File: config.mk
export PLATFORM = sky130hd
export DESIGN_NAME = spt_divider
export DESIGN_NICKNAME = d
export VERILOG_FILES = /design/src/design/spt_pkg.sv /design/src/design/spt_divider.sv
export SDC_FILE = /design/constraint.sdc
export NUM_CORES = 2
export LEC_CHECK = 0
export BUFFER_PORTS_ARGS = -buffer_cell sky130_fd_sc_hd__clkbuf_2
export CAP_MARGIN = 20
export CORE_MARGIN = 2
export CORE_UTILIZATION = 52
export CTS_BUF_LIST = sky130_fd_sc_hd__clkbuf_4
export DETAILED_ROUTE_END_ITERATION = 16
export PLACE_DENSITY = 0.68
export SYNTH_ARGS = -nofsm -noshare
export SYNTH_HDL_FRONTEND = slang
export SYNTH_SLANG_ARGS = --single-unit
File: constraint.sdc
create_clock -name clk -period 4.3 [get_ports clk]
set_input_delay 0.86 -clock clk [delete_from_list [all_inputs] [get_ports clk]]
set_output_delay 0.86 -clock clk [all_outputs]
set_load 0.02 [all_outputs]
File: src/design/spt_pkg.sv
// ---------------------------------------------------------------------------
// spt_pkg
// Shared types and constants for the stereo point triangulation unit.
// ---------------------------------------------------------------------------
package spt_pkg;

  localparam int PIX_W      = 16;              // Q12.4 pixel coordinate
  localparam int WORD_W     = 32;              // config and result words
  localparam int FRAC_SHIFT = 4;               // Q12.4 -> integer scaling of the dividend
  localparam int DIVIDEND_W = WORD_W + FRAC_SHIFT;
  localparam int DIVISOR_W  = PIX_W;
  localparam int DIV_STEPS  = DIVIDEND_W;      // one quotient bit per stage
  localparam int CFG_IDX_W  = 3;

  localparam logic [CFG_IDX_W-1:0] REG_BASELINE_FOCAL = 3'd0;
  localparam logic [CFG_IDX_W-1:0] REG_INVERSE_FOCAL  = 3'd1;
  localparam logic [CFG_IDX_W-1:0] REG_PRINCIPAL_U    = 3'd2;
  localparam logic [CFG_IDX_W-1:0] REG_PRINCIPAL_V    = 3'd3;
  localparam logic [CFG_IDX_W-1:0] REG_MIN_DISPARITY  = 3'd4;

  localparam logic [PIX_W-1:0] MIN_DISPARITY_RESET = 16'd32;

  // Side data carried alongside the division
  typedef struct packed {
    logic             acc;     // disparity reached the minimum
    logic             neg_u;
    logic [PIX_W-1:0] mag_u;   // |left_u - principal_u|
    logic             neg_v;
    logic [PIX_W-1:0] mag_v;   // |left_v - principal_v|
  } spt_tag_t;

endpackage

File: src/design/spt_divider.sv
// ---------------------------------------------------------------------------
// spt_divider
// Pipelined restoring divider, one quotient bit per register stage, with a
// side-data tag travelling alongside each item.
// ---------------------------------------------------------------------------
module spt_divider import spt_pkg::*; (
  input  logic                  clk,
  input  logic                  rst,
  input  logic                  en,
  input  logic                  in_valid,
  input  logic [DIVIDEND_W-1:0] dividend,
  input  logic [DIVISOR_W-1:0]  divisor,
  input  spt_tag_t              in_tag,
  output logic                  quo_valid,
  output logic [DIVIDEND_W-1:0] quotient,
  output spt_tag_t              quo_tag
);

  localparam int W = DIVISOR_W + DIVIDEND_W;

  // work word: {partial remainder, remaining dividend bits / quotient bits}
  logic                 stg_valid [DIV_STEPS];
  logic [W-1:0]         stg_work  [DIV_STEPS];
  logic [DIVISOR_W-1:0] stg_div   [DIV_STEPS];
  spt_tag_t             stg_tag   [DIV_STEPS];

  for (genvar k = 0; k < DIV_STEPS; k++) begin : g_step
    logic                 v_in;
    logic [W-1:0]         work_in;
    logic [DIVISOR_W-1:0] d_in;
    spt_tag_t             tag_in;
    logic [DIVISOR_W:0]   trial;
    logic [DIVISOR_W:0]   diff;
    logic                 take;
    logic [W-1:0]         work_next;

    if (k == 0) begin : g_first
      assign v_in    = in_valid;
      assign work_in = {{DIVISOR_W{1'b0}}, dividend};
      assign d_in    = divisor;
      assign tag_in  = in_tag;
    end else begin : g_rest
      assign v_in    = stg_valid[k-1];
      assign work_in = stg_work[k-1];
      assign d_in    = stg_div[k-1];
      assign tag_in  = stg_tag[k-1];
    end

    // a set top bit of the trial always exceeds the divisor, so it is never lost
    assign trial     = work_in[W-1:DIVIDEND_W-1];
    assign diff      = trial - {1'b0, d_in};
    assign take      = trial >= {1'b0, d_in};
    assign work_next = {take ? diff[DIVISOR_W-1:0] : trial[DIVISOR_W-1:0],
                        work_in[DIVIDEND_W-2:0], take};

    always_ff @(posedge clk) begin
      if (rst) begin
        stg_valid[k] <= 1'b0;
      end else if (en) begin
        stg_valid[k] <= v_in;
      end
    end

    always_ff @(posedge clk) begin
      if (en) begin
        stg_work[k] <= work_next;
        stg_div[k]  <= d_in;
        stg_tag[k]  <= tag_in;
      end
    end
  end

  assign quo_valid = stg_valid[DIV_STEPS-1];
  assign quotient  = stg_work[DIV_STEPS-1][DIVIDEND_W-1:0];
  assign quo_tag   = stg_tag[DIV_STEPS-1];

endmodule

== Word-level counts from Yosys, hierarchy flattened ==
Memories as Yosys holds them, arrays and structs flattened.
Cells that the tools add are included.
Cells by class
  add/sub/neg operators: 36
  order comparisons: 36
  multiplexer cells: 78
  bitwise operators: 36
Operator list (count)
  17-bit by 16-bit >= comparator with 1-bit output: 35
  16-bit two-way mux: 36
  16-bit subtractor: 35
  1-bit two-way mux: 42
  1-bit bitwise OR: 36
  1-bit by 16-bit >= comparator with 1-bit output: 1
  1-bit by 16-bit subtractor with 16-bit output: 1
Storage, ports and cells
  register bits: 0
  RAM bits: 3744
  bits of input ports: 91
  output and inout port bits: 72
  logic and storage cells: 190
  memories kept: 4
Memories
  stg_work: words 36, bits a word 52, read ports 36, clocked after memory_dff 0, write ports 36, line spt_divider.sv:23  | logic [W-1:0] stg_work [DIV_STEPS];
  stg_tag: words 36, bits a word 35, read ports 36, clocked after memory_dff 0, write ports 36, line spt_divider.sv:25  | spt_tag_t stg_tag [DIV_STEPS];
  stg_div: words 36, bits a word 16, read ports 35, clocked after memory_dff 0, write ports 36, line spt_divider.sv:24  | logic [DIVISOR_W-1:0] stg_div [DIV_STEPS];
  stg_valid: words 36, bits a word 1, read ports 36, clocked after memory_dff 0, write ports 36, line spt_divider.sv:22  | logic stg_valid [DIV_STEPS];

== Depth between registers and ports, before layout ==
  depth in word-level cells: 4
  depth in mapped cells: 12
  mapped depth without buffers: 11

== Least setup slack after synthesis ==
Ideal clock, no wire load.
  kind: register to register
  start point: memory stg_work[10][41] (netlist bit)
  end point: memory stg_work[10][100] (netlist bit), data pin
  setup time: 0.260 ns
  arrival time: 3.038 ns
  data required time: 4.040 ns
  setup slack: 1.002 ns
  cell stages (with the launch flop): 11
  buffers on the path: 1
  clock period less this slack: 3.298 ns
  path through: edfxtp_1 -> ha_1 -> a21o_1 -> or2_0 -> a2111oi_2 -> o211ai_2 -> a211o_1 -> a211o_1 -> a31oi_4 -> buf_12 -> mux2_4
RTL lines (line)
  start, declared: spt_divider.sv:23

==> PnR_summary.wiki <==
{| class="wikitable"
! Metric !! Value
|-
| Async set-or-reset flop fraction in the synthesized netlist || 0%
|-
| FF+latch count, synth || 3712
|-
| Biggest fanout along the worst timing path || 16
|-
| Gate Count Post-Synth || roughly 8600
|-
| DRC Markers || 0
|-
| Final number of setup-violating endpoints || 0
|-
| Height of the chip || 532 um
|-
| Final weighted congestion in routability-driven placement || approximately 0.86
|-
| Synth-to-Final Area Change || 13.8%
|-
| Share of post-route cells with drive strength above 1 || around 19%
|-
| Clock latency of the later-clocked register in the worst-skew pair || ~1.6 ns
|-
| Non-filler cells, final || between 10000 and 15000
|-
| Share of the core filled with cells || between 50 and 60%
|-
| Number of routed nets with antenna violations || 0
|-
| Drt wl/cell || approximately 17 um
|-
| Synthesized netlist net count || around 9300
|-
| Area of the mapped netlist || 145000 um^2
|-
| Via count || 74119
|-
| Clock tree skew after final layout || 0.132 ns
|-
| Maximum capacitance violations || 0
|-
| Worst setup EP type || flip-flop
|-
| Detailed-route wire length || approximately 240 mm
|-
| Run status || completed
|-
| Number of enable flip-flop cells after synthesis || between 3000 and 4000
|-
| Core footprint || 277000 um^2
|-
| Mean cell area of the mapped netlist || ~17 um^2
|-
| Number of global-route vias before repair || 75532
|-
| Initial Util || between 50% and 60%
|-
| Peak Freq || 268 MHz
|-
| Sequential cell area fraction in the yosys report || 76.9%
|-
| Total congestion overflow || 0
|-
| Post-route setup TNS || 0 ns
|-
| Final Total Pwr || ~100 mW
|-
| Dominant cells by area after synthesis || edfxtp_1 77%, ha_1 4.9%, mux2_2 2.3%
|-
| Period minus WS final || between 3 and 4 ns
|-
| Pwr Density || 635 nW/um^2
|-
| Warnings from Yosys || 0
|-
| Worst hold path type || input pin to flip-flop
|-
| Clock tree buffer depth || 4
|-
| Root buffer selected by CTS || clkbuf_4
|-
| Library cell occupying the most area in the post-synthesis netlist || edfxtp_1
|-
| Cell variety after synth || between 70 and 80
|-
| Fillcell total || around 21000
|-
| Number of port buffers || between 150 and 200
|-
| Leakage power figure || slightly above 60 nW
|-
| Wire length of the first global-routing pass || 390 mm
|-
| Critical Path RT || about 5.5 ns
|-
| DP HPWL || about 160 mm
|-
| Largest net degree at the start of global routing || about 190
|-
| Number of clock buffers inserted by TritonCTS || between 900 and 1000
|-
| Via count normalized by instance count || between 5 and 6
|-
| Transition at the pin with the smallest max-transition slack || 1.04 ns
|-
| Global-route usage over all layers || between 15 and 20%
|-
| Dpl ws || approximately 0.54 ns
|-
| Final hold viol count || 0
|-
| Final nets || ~11000
|-
| Worst Setup Start Kind || flip-flop
|-
| Iteration-0 DRC Markers || 5018
|-
| Area of all placed cells without fillers || around 160000 um^2
|-
| Cell area reported after detailed placement || 152000 um^2
|-
| Fraction of synthesized cell area taken by the top area cell type || about three quarters
|-
| Ys flop type || edfxtp_1
|-
| Sink count of the clock tree || approximately 3700
|-
| Worst slew slack as a fraction of its limit || 30.7%
|-
| Worst voltage drop across the vdd grid || 0.293 mV
|-
| DIE AREA || roughly 280000 um^2
|-
| Antenna violations before repair || 6
|-
| Crit path DAT || 4.94 ns
|-
| Crit Path Category || flip-flop to flip-flop
|-
| Worst hold slack || around 0.27 ns
|-
| Minimum setup slack in the final design || 0.566 ns
|-
| Unrepaired setup endpoints after global routing || no
|-
| Detailed-routing iteration count for the pre-antenna-repair pass || 6
|-
| Die W || ~530 um
|-
| Clk slew on worst S/H paths || approximately 0.060 ns
|-
| CTS H-Tree Depth || 6
|-
| Count of pins over their slew limit || 0
|-
| Share of the cycle needed by the critical path after routing || between 80% and 90%
|-
| Inst Count DP || 12503
|-
| IO Pins || around 160
|-
| Site Rows || 193
|-
| Clock tree from TritonCTS || yes
|}
==> worst max-delay path, cell delays in order (launching register included) <==
cell and delay (ns):
edfxtp_1 0.40, ha_1 0.38, a21o_1 0.22, or2_0 0.23, a2111oi_2 0.53, o211ai_2 0.18, a211o_1 0.32, a211o_1 0.33
a31oi_4 0.18, buf_4 0.31, mux2_2 0.39
==> logic make-up (layout without fill, tap and decap cells) <==
family / Yosys count / after routing / share of synthesized area (%)
AND/OR/NAND/NOR: 1357 / 1357 / 4.60
AO/OA/AOI/OAI: 1409 / 1409 / 6.25
XOR/XNOR: 338 / 338 / 2.04
other: 0 / 10 / 0
multiplexers: 351 / 351 / 2.69
flip-flops: 3712 / 3712 / 76.9
adder cells (fa/ha/maj): 596 / 596 / 5.32
buffers and inverters: 815 / 2824 / 2.14
==> path summary, 6_finish.rpt <==
path	start	endpoint	slack (ns)	cells after the start
hold / removal	in_tag[13]	stg_tag[0][13]	0.27	2
hold reg to reg	stg_work[1][26]	stg_work[1][79]	0.34	0
setup reg to reg	stg_work[10][41]	stg_work[10][96]	0.57	10
setup / recovery	stg_work[10][41]	stg_work[10][96]	0.57	10
==> Yosys cell counts, types with 57 or more instances <==
| master | number |
|---|---|
| a21o_1 | 121 |
| a21oi_1 | 417 |
| clkbuf_1 | 62 |
| edfxtp_1 | 3712 |
| ha_1 | 562 |
| inv_1 | 736 |
| mux2_2 | 291 |
| nand2_1 | 261 |
| nand2b_1 | 59 |
| nand3_1 | 104 |
| nand4_1 | 77 |
| nor2_1 | 403 |
| nor2b_1 | 97 |
| nor3_1 | 114 |
| o21a_1 | 125 |
| o21ai_0 | 307 |
| o31a_1 | 57 |
| xnor2_1 | 226 |
| xor2_1 | 112 |
==> routing by layer <==
layer  track usage (%)  vias to the layer above  share of wire [%]
met5                 0                        -              0.027
met4              6.59                        8                2.7
met3              3.59                      503                4.6
met2              27.4                     1689                 48
met1              22.7                    35895                 45
li1                  -                    36024                  -
==> cell type report <==
cell class | count | area [um^2] | area share, %
clock inverter | 310 | 1800 | 1.09
clock buffer | 1300 | 9760 | 5.92
multi-input combinational | 4051 | 30300 | 18.4
antenna | 10 | 25.0 | 0.0152
tap | 3705 | 4640 | 2.81
inverter | 736 | 2760 | 1.68
sequential | 3712 | 111000 | 67.6
timing repair buffer | 478 | 4150 | 2.51
==> report_power, final <==
| part | total [mW] | internal [mW] | switching (mW) |
|---|---|---|---|
| clock network | 28.0 | 14.4 | 13.7 |
| logic | 27.8 | 12.6 | 15.1 |
| registers | 49.0 | 46.5 | 2.47 |
| total | 105 | 73.5 | 31.2 |
==> repair_timing <==
item / CTS / global route
setup buffers: 0 / 0
gates resized for setup: 0 / 0
hold buffers: 179 / 0
endpoints found under the hold margin: 434 / 0
==> registers in the layout (all words and copies together) (netlist names) <==
signal and count:
stg_div 560, stg_valid 36, stg_tag 1260, stg_work 1856
==> cells in the final DEF, fill, tap and decap left out, types with 121 or more instances in the layout <==
cell | Yosys | routed
a21o_1 | 121 | 121
nor2_1 | 403 | 403
inv_1 | 736 | 736
mux2_2 | 291 | 291
nand2_1 | 261 | 261
ha_1 | 562 | 562
edfxtp_1 | 3712 | 3712
a21oi_1 | 417 | 417
o21ai_0 | 307 | 305
clkinv_1 | 0 | 218
xnor2_1 | 226 | 226
clkbuf_2 | 0 | 161
dlygate4sd3_1 | 0 | 179
clkbuf_4 | 0 | 1300
o21a_1 | 125 | 125
No activity file was read; power rests on OpenSTA's default activity.
